### src/cfsp_pkg.sv
// Package for the CRC framed setpoint packer: frame constants and CRC helpers.
package cfsp_pkg;

  localparam int unsigned FrameLen = 21;
  localparam int unsigned IdxW     = 5;
  localparam int unsigned CrcSteps = 4;
  localparam int unsigned CntW     = 3;

  localparam logic [IdxW-1:0] IdxCrcLo  = 5'd5;
  localparam logic [IdxW-1:0] IdxCrcHi  = 5'd6;
  localparam logic [IdxW-1:0] IdxAddr0  = 5'd14;
  localparam logic [IdxW-1:0] IdxValue0 = 5'd17;
  localparam logic [IdxW-1:0] IdxLast   = 5'd20;

  localparam logic [15:0] CrcPoly = 16'h1021;

  localparam logic [7:0] AddrKw0 = 8'h8D;
  localparam logic [7:0] AddrPf0 = 8'h87;

  // One byte of CRC-16 XMODEM, MSB first.
  function automatic logic [15:0] crc_byte(logic [15:0] crc, logic [7:0] b);
    logic [15:0] c;
    c = crc ^ {b, 8'h00};
    for (int k = 0; k < 8; k++) begin
      if (c[15]) begin
        c = {c[14:0], 1'b0} ^ CrcPoly;
      end else begin
        c = {c[14:0], 1'b0};
      end
    end
    return c;
  endfunction

  // CRC over the nine fixed bytes ahead of the value: 00 19 00 01 20 04 addr 02 31.
  function automatic logic [15:0] crc_seed(logic pf);
    logic [15:0] c;
    c = 16'h0000;
    c = crc_byte(c, 8'h00);
    c = crc_byte(c, 8'h19);
    c = crc_byte(c, 8'h00);
    c = crc_byte(c, 8'h01);
    c = crc_byte(c, 8'h20);
    c = crc_byte(c, 8'h04);
    c = crc_byte(c, pf ? AddrPf0 : AddrKw0);
    c = crc_byte(c, 8'h02);
    c = crc_byte(c, 8'h31);
    return c;
  endfunction

  // Fixed frame bytes by position; zero where the byte is computed.
  function automatic logic [7:0] frame_const(logic [IdxW-1:0] idx);
    logic [7:0] b;
    case (idx)
      5'd0:    b = 8'h48;
      5'd1:    b = 8'h41;
      5'd2:    b = 8'h50;
      5'd3:    b = 8'h2B;
      5'd4:    b = 8'h54;
      5'd7:    b = 8'h0C;
      5'd8:    b = 8'h00;
      5'd9:    b = 8'h19;
      5'd10:   b = 8'h00;
      5'd11:   b = 8'h01;
      5'd12:   b = 8'h20;
      5'd13:   b = 8'h04;
      5'd15:   b = 8'h02;
      5'd16:   b = 8'h31;
      default: b = 8'h00;
    endcase
    return b;
  endfunction

endpackage

### src/crc_framed_setpoint_packer.sv
// Top level: packs one setpoint command into a 21-byte CRC framed message.
// The first frame byte passes through the sequencer and then the output register.
// One frame byte per cycle while the receiver does not stall; the next
//   input beat is taken in the cycle the last byte of the frame is loaded.
// The CRC runs one value byte per cycle during the header bytes, done by byte 5.
// Reset (rst_ni low, async) empties the sequencer and the output register.
module crc_framed_setpoint_packer (
  input  logic        clk_i,
  input  logic        rst_ni,
  input  logic        in_valid_i,
  output logic        in_ready_o,
  input  logic        cmd_i,
  input  logic [31:0] value_bits_i,
  output logic        out_valid_o,
  input  logic        out_ready_i,
  output logic [7:0]  frame_byte_o,
  output logic        last_o
);

  // CRC over the fixed prefix, per address, folded at elaboration.
  localparam logic [15:0] SeedKw = cfsp_pkg::crc_seed(1'b0);
  localparam logic [15:0] SeedPf = cfsp_pkg::crc_seed(1'b1);

  // Sequencer state
  logic                      busy_q, busy_d;
  logic [cfsp_pkg::IdxW-1:0] idx_q, idx_d;
  logic                      cmd_q, cmd_d;
  logic [31:0]               val_q, val_d;

  // Running CRC, one value byte per cycle
  logic [15:0]               crc_q, crc_d;
  logic [cfsp_pkg::CntW-1:0] cnt_q, cnt_d;

  // Output register
  logic                      oval_q, oval_d;
  logic [7:0]                obyte_q, obyte_d;
  logic                      olast_q, olast_d;

  logic                      adv;
  logic                      in_beat;
  logic [7:0]                cur_byte;
  logic [cfsp_pkg::IdxW-1:0] voff;

  // Load the next frame byte when the output slot is free or draining.
  assign adv     = busy_q && (!oval_q || out_ready_i);
  // Take a new beat when idle or while the last byte is being loaded.
  assign in_ready_o = !busy_q || (adv && (idx_q == cfsp_pkg::IdxLast));
  assign in_beat = in_valid_i && in_ready_o;

  assign voff = idx_q - cfsp_pkg::IdxValue0;

  // Byte mux for the current position
  always_comb begin
    if (idx_q == cfsp_pkg::IdxCrcLo) begin
      cur_byte = crc_q[7:0];
    end else if (idx_q == cfsp_pkg::IdxCrcHi) begin
      cur_byte = crc_q[15:8];
    end else if (idx_q == cfsp_pkg::IdxAddr0) begin
      cur_byte = cmd_q ? cfsp_pkg::AddrPf0 : cfsp_pkg::AddrKw0;
    end else if (idx_q >= cfsp_pkg::IdxValue0) begin
      cur_byte = val_q[8*voff[1:0] +: 8];
    end else begin
      cur_byte = cfsp_pkg::frame_const(idx_q);
    end
  end

  always_comb begin
    busy_d  = busy_q;
    idx_d   = idx_q;
    cmd_d   = cmd_q;
    val_d   = val_q;
    crc_d   = crc_q;
    cnt_d   = cnt_q;
    oval_d  = oval_q;
    obyte_d = obyte_q;
    olast_d = olast_q;

    // Output slot
    if (adv) begin
      oval_d  = 1'b1;
      obyte_d = cur_byte;
      olast_d = (idx_q == cfsp_pkg::IdxLast);
    end else if (out_ready_i) begin
      oval_d = 1'b0;
    end

    // CRC over value bytes, LSB first
    if (busy_q && (cnt_q != cfsp_pkg::CntW'(cfsp_pkg::CrcSteps))) begin
      crc_d = cfsp_pkg::crc_byte(crc_q, val_q[8*cnt_q[1:0] +: 8]);
      cnt_d = cnt_q + 1'b1;
    end

    // Sequencer
    if (adv) begin
      if (idx_q == cfsp_pkg::IdxLast) begin
        busy_d = 1'b0;
      end else begin
        idx_d = idx_q + 1'b1;
      end
    end

    if (in_beat) begin
      busy_d = 1'b1;
      idx_d  = '0;
      cmd_d  = cmd_i;
      val_d  = value_bits_i;
      crc_d  = cmd_i ? SeedPf : SeedKw;
      cnt_d  = '0;
    end
  end

  always_ff @(posedge clk_i or negedge rst_ni) begin
    if (!rst_ni) begin
      busy_q <= 1'b0;
      idx_q  <= '0;
      cnt_q  <= '0;
      oval_q <= 1'b0;
    end else begin
      busy_q <= busy_d;
      idx_q  <= idx_d;
      cnt_q  <= cnt_d;
      oval_q <= oval_d;
    end
  end

  // Payload, no reset
  always_ff @(posedge clk_i) begin
    cmd_q   <= cmd_d;
    val_q   <= val_d;
    crc_q   <= crc_d;
    obyte_q <= obyte_d;
    olast_q <= olast_d;
  end

  assign out_valid_o  = oval_q;
  assign frame_byte_o = obyte_q;
  assign last_o       = olast_q;

`ifndef ASSERT_OFF
  // CRC must be complete before its bytes are loaded.
  a_crc_ready: assert property (@(posedge clk_i) disable iff (!rst_ni)
    (busy_q && (idx_q >= cfsp_pkg::IdxCrcLo))
      |-> (cnt_q == cfsp_pkg::CntW'(cfsp_pkg::CrcSteps)))
    else $error("CRC not finished when needed");

  // Position never runs past the final byte.
  a_idx_range: assert property (@(posedge clk_i) disable iff (!rst_ni)
    busy_q |-> (idx_q <= cfsp_pkg::IdxLast))
    else $error("frame position out of range");

  // An accepted beat restarts the frame at the header.
  a_restart: assert property (@(posedge clk_i) disable iff (!rst_ni)
    (in_valid_i && in_ready_o) |=> (busy_q && (idx_q == '0)))
    else $error("frame did not restart");

  // Loading the final position is followed by a valid byte with the last flag.
  a_last: assert property (@(posedge clk_i) disable iff (!rst_ni)
    (adv && (idx_q == cfsp_pkg::IdxLast)) |=> (out_valid_o && last_o))
    else $error("last flag missing");
`endif

endmodule

### config.mk
export PLATFORM = sky130hd
export DESIGN_NAME = crc_framed_setpoint_packer
export DESIGN_NICKNAME = d
export VERILOG_FILES = /design/src/cfsp_pkg.sv /design/src/crc_framed_setpoint_packer.sv
export SDC_FILE = /design/constraint.sdc
export NUM_CORES = 1
export LEC_CHECK = 0
export BUFFER_PORTS_ARGS = -buffer_cell sky130_fd_sc_hd__buf_4
export CORE_ASPECT_RATIO = 2
export CORE_MARGIN = 2
export CORE_UTILIZATION = 62
export CTS_CLUSTER_DIAMETER = 200
export DETAILED_ROUTE_END_ITERATION = 16
export MAX_ROUTING_LAYER = met4
export PLACE_DENSITY = 0.89
export SETUP_SLACK_MARGIN = 0.5
export SLEW_MARGIN = 15
export SYNTH_ARGS = -nofsm -noshare
export SYNTH_HDL_FRONTEND = slang
export SYNTH_SLANG_ARGS = --single-unit
### constraint.sdc
create_clock -name clk_i -period 7.2 [get_ports clk_i]
set_input_delay 0.72 -clock clk_i [delete_from_list [all_inputs] [get_ports clk_i]]
set_output_delay 0.72 -clock clk_i [all_outputs]
set_load 0.1 [all_outputs]
==> Word-level counts from Yosys, hierarchy flattened <==
Memories as Yosys holds them, arrays and structs flattened.
Cells that the tools add are included.
{ "word_totals": {"ff_bits": 68, "latchBits": 0, "ramBits": 0, "romBits": 224, "in_bits": 37, "out_inout_bits": 11, "wordCells": 78, "n_memories": 1} }
{ "op_classes": {"addsub": 3, "mul": 0, "n_div": 0, "n_lt_le_gt_ge": 1, "n_eq_ne": 6, "shifts": 2, "n_mux": 33, "n_bitwise": 9, "n_reduce_logical": 14} }
{ "mem_list": {"columns": ["name", "words", "word_bits", "read_ports", "rd_ports_with_merged_regs", "write_ports", "line", "text"], "rows": [
  ["(no name shown)", 32, 7, 1, 0, 0, "cfsp_pkg.sv:53", "case (idx)"]
]} }
{ "ops": {"columns": ["cell", "n"], "rows": [
  ["$mux W16", 10],
  ["$mux W13", 8],
  ["$shiftx A32 B6 Y8", 2],
  ["$mux W8", 4],
  ["$not A3 Y3", 8],
  ["$xor A16 B16 Y16", 1],
  ["$mux W5", 3],
  ["$eq A5 B3 Y1 const B", 2],
  ["$reduce_bool A2 Y1", 4],
  ["$mux W3", 2],
  ["$add A5 B1 Y5 const B", 1],
  ["$eq A5 B4 Y1 const B", 1],
  ["$eq A5 B5 Y1 const B", 1],
  ["$ge A5 B5 Y1 const B", 1],
  ["$mux W1", 5],
  ["$logic_and A1 B1 Y1", 4],
  ["$mux W4", 1],
  ["$reduce_and A2 Y1", 2],
  ["$add A3 B1 Y3 const B", 1],
  ["$ne A3 B3 Y1 const B", 1],
  ["$logic_not A1 Y1", 2],
  ["$logic_or A1 B1 Y1", 2],
  ["$ne A2 B2 Y1 const B", 1],
  ["$sub A2 B1 Y2 const B", 1]
]} }

==> Depth between registers and ports, before layout <==
Gate-level depths: netlist of the first run.
{ "logic_depth": {"ltp_word": 27, "mapped_depth": 9, "depth_no_buf": 8} }

==> Worst setup path after synthesis of the first run <==
OpenSTA, ideal clock, no wires.
{ "synth_path": {"path_kind": "register -> register", "startpoint": "register idx_q[0] in the netlist's numbering", "endpoint": "register cmd_q, enable pin", "setup_time_ns": 0.378, "t_arrival_ns": 4.395, "required_ns": 6.822, "path_slack_ns": 2.427, "path_stages_with_launch": 9, "n_path_buf": 2, "period_less_slack_ns": 4.773, "cell_sequence": "dfrtp_1 > buf_2 > inv_1 > ha_1 > nand4b_1 > o21ai_0 > nand2_1 > clkinv_1 > buf_2"} }
{ "synth_between": {"elab_chain_len": 4} }
{ "synth_rtl": {"columns": ["element", "line", "text"], "rows": [
  ["start, declared", "crc_framed_setpoint_packer.sv:26", "logic [cfsp_pkg::IdxW-1:0] idx_q, idx_d;"],
  ["start signal, assigned", "crc_framed_setpoint_packer.sv:120", "idx_q <= idx_d;"],
  ["$eq A5 B5 Y1", "crc_framed_setpoint_packer.sv:47", "assign in_ready_o = !busy_q || (adv && (idx_q == cfsp_pkg::IdxLast));"],
  ["$logic_and A1 B1 Y1", "crc_framed_setpoint_packer.sv:47", null],
  ["$logic_or A1 B1 Y1", "crc_framed_setpoint_packer.sv:47", null],
  ["net in_ready_o", "crc_framed_setpoint_packer.sv:11", "output logic in_ready_o,"],
  ["$logic_and A1 B1 Y1", "crc_framed_setpoint_packer.sv:48", "assign in_beat = in_valid_i && in_ready_o;"],
  ["end signal, assigned", "crc_framed_setpoint_packer.sv:128", "cmd_q <= cmd_d;"],
  ["end, declared", "crc_framed_setpoint_packer.sv:27", "logic cmd_q, cmd_d;"]
]} }
The timed path passes the listed nets, and every way through them passes these cells.
A chain may end at the register's enable or synchronous reset.

==> Worst setup path in the final report of the first run <==
{ "layout_path": {"startpoint": "register idx_q[0] in the netlist's numbering", "endpoint": "register crc_q[7], enable pin"} }
{ "layout_between": {"elab_chain_len": 5} }
{ "layout_rtl": {"columns": ["element", "line", "text"], "rows": [
  ["$eq A5 B5 Y1", "crc_framed_setpoint_packer.sv:47", null],
  ["$logic_and A1 B1 Y1", "crc_framed_setpoint_packer.sv:47", null],
  ["$logic_or A1 B1 Y1", "crc_framed_setpoint_packer.sv:47", null],
  ["$logic_and A1 B1 Y1", "crc_framed_setpoint_packer.sv:48", null],
  ["$reduce_bool A2 Y1 (no source line)", null, null],
  ["end signal, assigned", "crc_framed_setpoint_packer.sv:130", "crc_q <= crc_d;"],
  ["end, declared", "crc_framed_setpoint_packer.sv:31", "logic [15:0] crc_q, crc_d;"]
]} }
Every way passes these cells.

==> results.yml, run 1 <==
synth:
  synthArstFlopShare_pct: 14.71
  yosys_warnings: 0
  syn-cell-area_um2: 3681
  synth.net_count: 325
  synth-edff-count: 58
  netlist_instances: 279
  yosysSeqAreaShare_pct: 54.11
  ys_ff_latch: 68
  postSynthAreaPerCell_um2: 13.19
  synth_flop_cell: "edfxtp_1"
  ys_types: 49
setup_path:
  cp-start-kind: "flip-flop"
  worstSetupPathType: "flip-flop to flip-flop"
  cp.required_ns: 7.23
  crit_path_end_kind: "flip-flop"
  crit_fanout: 34
  critPathArrivalTime_ns: 3.86
sta:
  fin_crit_ns: 3.823
  fin_crit_sh_pct: 53.09
  worst_slew_pin_slew_ns: 0.7147
  fin_tns_setup_ns: 0
  hold_viol_final: 0
  fmax_mhz: 261.6
  fin_skew_ns: 0.01110
  rsz0062_at_grt: "no"
  final-setup-viol-count: 0
  max-slew-margin-rel_pct: 52.35
  finalMaxSlewViolations: 0
clock_tree:
  cts_setup_buffers: 0
  cts_hold_buf: 0
  cts_tree: "built"
  clockBufferDepth: 2
  clockRootBuffer: "clkbuf_16"
  ctsResizeCount: 0
  cts_buffers: 9
  clock_latency_ns: 0.34
  cts_sinks: 68
  htreeDepth: 3
  path_clk_slew_ns: 0.05
layout:
  mostFrequentLayoutCell: "edfxtp_1"
  utilization_pct: 76.29
  num-nets-final: 371
  drive_above_1_share_pct: 25.15
  layout_common_cells: "edfxtp_1 (58), buf_4 (48), nor2_1 (23), nand2_1 (20), a21oi_1 (18)"
  area_growth_pct: 18.32
  antennaDiodeCount: 0
  fin_cells: 391
drt:
  routed_wl_um: 8210
  drt_iter0_markers: 114
  m1WireLength_um: 2655
  dr_wl_met3_um: 385
  met2_length_um: 4728
  drcViolationCount: 0
  avgRoutedWirePerCell_um: 21.00
  antenna_left: 0
  maxUsedRoutingLayer: "met4"
  vias: 2473
  first_pass_iters: 4
  drt-vias-per-instance: 6.325
place:
  place_inst: 375
  dp.final_hpwl_um: 5738
  gp_congestion: 0.8789
  io_buffers: 47
global_route:
  grt.overflow.total: 0
  grt_usage_pct: 28.73
  grt_max_degree: 35
  grt_pass1_wl_um: 12960
  antenna_found_initial: 0
  grt_pass1_vias: 2556
die:
  fp.dieArea_um2: 6607
  die_width_um: 58.49
  row_count: 39
  coreArea_um2: 5709
  io_pins: 48
  die_h_um: 113.0
  start_util_pct: 64.48
status:
  status: "finished, final reports clean"
job:
  cap_violations: 0
min_path:
  hold_path.class: "input pin to asynchronous set/reset pin"
[cell usage after synthesis, types with 2 or more instances]
master,number,area [um2]
edfxtp_1,58,1742
nor2_1,23,86.33
nand2_1,20,75.07
a21oi_1,18,90.09
o21ai_0,13,65.06
xnor2_1,13,113.9
mux2i_1,12,120.1
mux4_2,11,247.7
dfrtp_1,10,250.2
ha_1,9,112.6
nand2b_1,8,50.05
clkbuf_1,7,26.28
inv_1,7,26.28
and2_1,5,31.28
nor2b_1,5,31.28
a21o_1,4,30.03
buf_2,4,20.02
xnor3_1,4,90.09
mux2_2,3,33.78
nand3_1,3,15.01
nor3_1,3,15.01
or2_2,3,18.77
xnor2_4,3,82.58
a211oi_1,2,15.01
and3_1,2,12.51
and4b_1,2,20.02
mux4_1,2,52.55
nand4_1,2,12.51
o21a_1,2,15.01
xor2_1,2,17.52
[cell families (layout without fill, tap and decap cells)]
logic type / after synthesis / count (layout) / synth area share, %
flops: 68 / 68 / 54.11
mux: 28 / 28 / 12.34
simple gates: 81 / 81 / 11.08
xor+xnor: 23 / 23 / 8.702
fa+ha+maj: 9 / 9 / 3.059
compound gates: 49 / 49 / 8.124
buf+inv: 21 / 72 / 2.584
[critical path, stage by stage, from the launching register on]
cell,delay [ns]
dfrtp_1,0.80
inv_1,0.21
ha_1,0.32
nand4b_1,0.15
o21ai_0,0.20
nand2_1,0.36
clkinv_1,0.52
buf_4,0.45
or2_2,0.51
[layer usage]
layer / vias up / GRT usage (%)
li1: 1134 / -
met1: 1202 / 25.91
met2: 109 / 49.96
met3: 28 / 7.314
met4: 0 / 19.22
met5: - / -
[sequential cells by signal, summed over array words and instances (netlist names)]
name and flops:
cmd_q 1, out_valid_o 1, idx_q 5, crc_q 16
val_q 32, busy_q 1, cnt_q 3, last_o 1
frame_byte_o 8
[final timing paths]
path                                              start  depth (start not counted)  slack (ns)                       to
worst max-delay path               idx_q[0]$_DFFE_PN0P_                          8        3.38       crc_q[7]$_DFFE_PP_
worst min-delay path                             rst_ni                          1        0.20     cnt_q[2]$_DFFE_PN0P_
worst max register to register     idx_q[0]$_DFFE_PN0P_                          8        3.38       crc_q[7]$_DFFE_PP_
worst min register to register  out_valid_o$_DFFE_PN0P_                          2        0.56  out_valid_o$_DFFE_PN0P_
max in group asynchronous                        rst_ni                          1        6.86     idx_q[1]$_DFFE_PN0P_
min in group clk_i              out_valid_o$_DFFE_PN0P_                          2        0.56  out_valid_o$_DFFE_PN0P_
[per-stage QoR]
step,instance area [um2],worst slack (ns),hold slack [ns]
after CTS,4355,3.400,0.1978
final,4355,3.377,0.2011
after floorplan,3681,2.427,0.4244
after global placement,4053,3.539,0.5259
after detailed placement,4053,3.434,0.5342
after global routing,4355,3.119,0.1998
[layout make-up]
| type | instances | area (um2) |
|---|---|---|
| clock buffer | 16 | 302.8 |
| inverter | 8 | 30.03 |
| tap | 61 | 76.32 |
| sequential | 68 | 1992 |
| timing repair buffer | 48 | 360.3 |
| fill | 331 | 1354 |
| multi-input combinational | 190 | 1594 |
Power of run 1 is left out: the tool's default activity adds up to more than one toggle a clock period on the data nets, which glitch-free logic cannot reach.
==> inputs of run 2 (changes only) <==
--- a/config.mk
+++ b/config.mk
@@ -8,11 +8,11 @@
 export BUFFER_PORTS_ARGS = -buffer_cell sky130_fd_sc_hd__buf_4
 export CORE_ASPECT_RATIO = 2
 export CORE_MARGIN = 2
-export CORE_UTILIZATION = 62
+export CORE_UTILIZATION = 52
 export CTS_CLUSTER_DIAMETER = 200
 export DETAILED_ROUTE_END_ITERATION = 16
 export MAX_ROUTING_LAYER = met4
-export PLACE_DENSITY = 0.89
+export PLACE_DENSITY = 0.8
 export SETUP_SLACK_MARGIN = 0.5
 export SLEW_MARGIN = 15
 export SYNTH_ARGS = -nofsm -noshare
==> constraint.sdc (replaced) <==
create_clock -name clk_i -period 3.5 [get_ports clk_i]
set_input_delay 0.35 -clock clk_i [delete_from_list [all_inputs] [get_ports clk_i]]
set_output_delay 0.35 -clock clk_i [all_outputs]
set_load 0.1 [all_outputs]
==> run 2 against run 1 <==
Count of clock-buffer cells in the layout decreased by 3. Sequential share of layout area is 0.52 points lower. Routed wire length down 5.7%. Non-clock buffer count is 6 higher. Via count fell by 1.9%. Fmax up 45%. Die area grew 18%. Utilization fell by 12 points. Design area is 1.1% higher. Critical path type unchanged. Highest routed layer unchanged.
==> results.yml, run 2 (synthesis results as in run 1) <==
status:
  status: "finished, final reports clean"
drt:
  drt_iter0_markers: 111
  drt-vias-per-instance: 5.697
  routed_wl_um: 7739
  drcViolationCount: 0
  avgRoutedWirePerCell_um: 18.17
  antenna_left: 0
  vias: 2427
  first_pass_iters: 6
place:
  dp.final_hpwl_um: 5972
  io_buffers: 47
  gp_congestion: 0.9358
sta:
  fin_crit_sh_pct: 75.42
  hold_viol_final: 0
  max-slew-margin-rel_pct: 51.85
  fin_tns_setup_ns: 0
  fin_skew_ns: 0.007314
  final-setup-viol-count: 0
  finalMaxSlewViolations: 0
  rsz0062_at_grt: "no"
  worst_slew_pin_slew_ns: 0.7222
  fin_crit_ns: 2.640
  fmax_mhz: 378.8
global_route:
  grt_pass1_wl_um: 12210
  grt_usage_pct: 22.50
  antenna_found_initial: 0
  grt.overflow.total: 0
  grt_pass1_vias: 2556
  grt_max_degree: 34
setup_path:
  reg2reg_to: "crc_q[6]$_DFFE_PP_"
  r2r_slack_ns: 0.86
  critPathArrivalTime_ns: 2.67
  cp-start-kind: "flip-flop"
  crit_path_end_kind: "flip-flop"
  crit_fanout: 16
  r2r_cells: 7
  regToRegStartpoint: "idx_q[1]$_DFFE_PN0P_"
  cp.required_ns: 3.53
  worstSetupPathType: "flip-flop to flip-flop"
layout:
  area_growth_pct: 19.68
  top_register: "val_q"
  drive_above_1_share_pct: 26.19
  largest_reg_flops: 32
  fill_cells: 571
  num-nets-final: 377
  antennaDiodeCount: 0
  layout_common_cells: "edfxtp_1 (58), buf_4 (53), nor2_1 (23), nand2_1 (20), a21oi_1 (18)"
  mostFrequentLayoutCell: "edfxtp_1"
  utilization_pct: 63.97
power:
  p_per_area_nw_per_um2: 1155
  vdd_drop_max_mv: 0.6256
  power.leakage_nw: 1.746
clock_tree:
  clockRootBuffer: "clkbuf_16"
  clock_latency_ns: 0.33
  cts_tree: "built"
  cts_buffers: 9
  cts_sinks: 68
  clockBufferDepth: 2
  htreeDepth: 3
  path_clk_slew_ns: 0.05
min_path:
  holdPathStages: 1
  min-delay-start: "value_bits_i[16]"
  whs_endpoint: "val_q[16]$_DFFE_PP_"
  hold_path.class: "input pin to flip-flop"
die:
  fp.dieArea_um2: 7809
  io_pins: 48
  die_width_um: 63.50
  start_util_pct: 53.45
  coreArea_um2: 6887
  row_count: 43
  die_h_um: 123.0
job:
  cap_violations: 0
[run 2: worst max path at each step]
| stage | from | slack (ns) | depth (start not counted) | endpoint |
|---|---|---|---|---|
| 6_report | idx_q[1]$_DFFE_PN0P_ | 0.86 | 7 | crc_q[6]$_DFFE_PP_ |
| 3_3_place_gp | idx_q[1]$_DFFE_PN0P_ | 0.67 | 7 | crc_q[3]$_SDFFCE_PP0P_ |
| 4_1_cts | idx_q[1]$_DFFE_PN0P_ | 0.53 | 7 | crc_q[6]$_DFFE_PP_ |
| 3_5_place_dp | idx_q[1]$_DFFE_PN0P_ | 0.54 | 7 | crc_q[8]$_DFFE_PP_ |
| 5_1_grt | idx_q[1]$_DFFE_PN0P_ | 0.69 | 7 | val_q[4]$_DFFE_PP_ |
| 2_1_floorplan | idx_q[0]$_DFFE_PN0P_ | 0.66 | 9 | crc_q[13]$_SDFFCE_PP0P_ |
[run 2: critical path, stage by stage, from the launching register on]
cell        delay [ns]
dfrtp_1           0.44
inv_1             0.10
ha_1              0.24
nand4b_1          0.21
o21ai_4           0.10
nand2_1           0.37
clkinvlp_4        0.33
or2_2             0.53
[run 2: power by group]
group | total (mW) | internal, mW | switching, mW
clock | 0.782 | 0.474 | 0.307
sequential | 1.58 | 1.29 | 0.284
combinational | 2.73 | 1.22 | 1.51
[run 2: what timing repair did]
action                                  4_1_cts  5_1_grt
endpoints found under the setup margin        0       18
setup buffers                                 0        4
endpoints found under the hold margin        10        0
gates resized for setup                       0        1
hold buffers                                  1        0
[run 2: cell type report]
cell class	instances	area [um2]	area share, %
Sequential cell	68	1992	45.21
Multi-Input combinational cell	190	1605	36.44
Timing Repair Buffer	54	407.9	9.259
Clock buffer	13	240.2	5.453
Tap cell	90	112.6	2.556
Inverter	8	33.78	0.7668
Clock inverter	3	13.76	0.3124
[run 2: through the flow]
| step | worst slack, ns | cells | instance area [um2] | hold WS (ns) | total power, mW |
|---|---|---|---|---|---|
| finish | 0.8603 | 426 | 4405 | 0.1892 | 5.089 |
| global route | 0.6929 | 426 | 4405 | 0.1800 | 5.361 |
| CTS | 0.5347 | 422 | 4372 | 0.1816 | 5.085 |
| detailed placement | 0.5397 | 405 | 4108 | 0.1879 | 4.290 |
| global placement | 0.6739 | 405 | 4108 | 0.1834 | 4.202 |
| floorplan | 0.6595 | 279 | 3695 | 0.05441 | 3.695 |
[run 2: per-layer routing]
metal	part of all wire [%]	vias to the layer above	global-route usage (%)	wire length [um]
li1	-	1140	-	-
met4	6.7	0	18.34	515
met1	32	1170	18.55	2491
met3	4.4	34	5.187	339
met2	57	83	41.18	4392
met5	0	-	-	0
No activity file was read; power rests on OpenSTA's default activity.
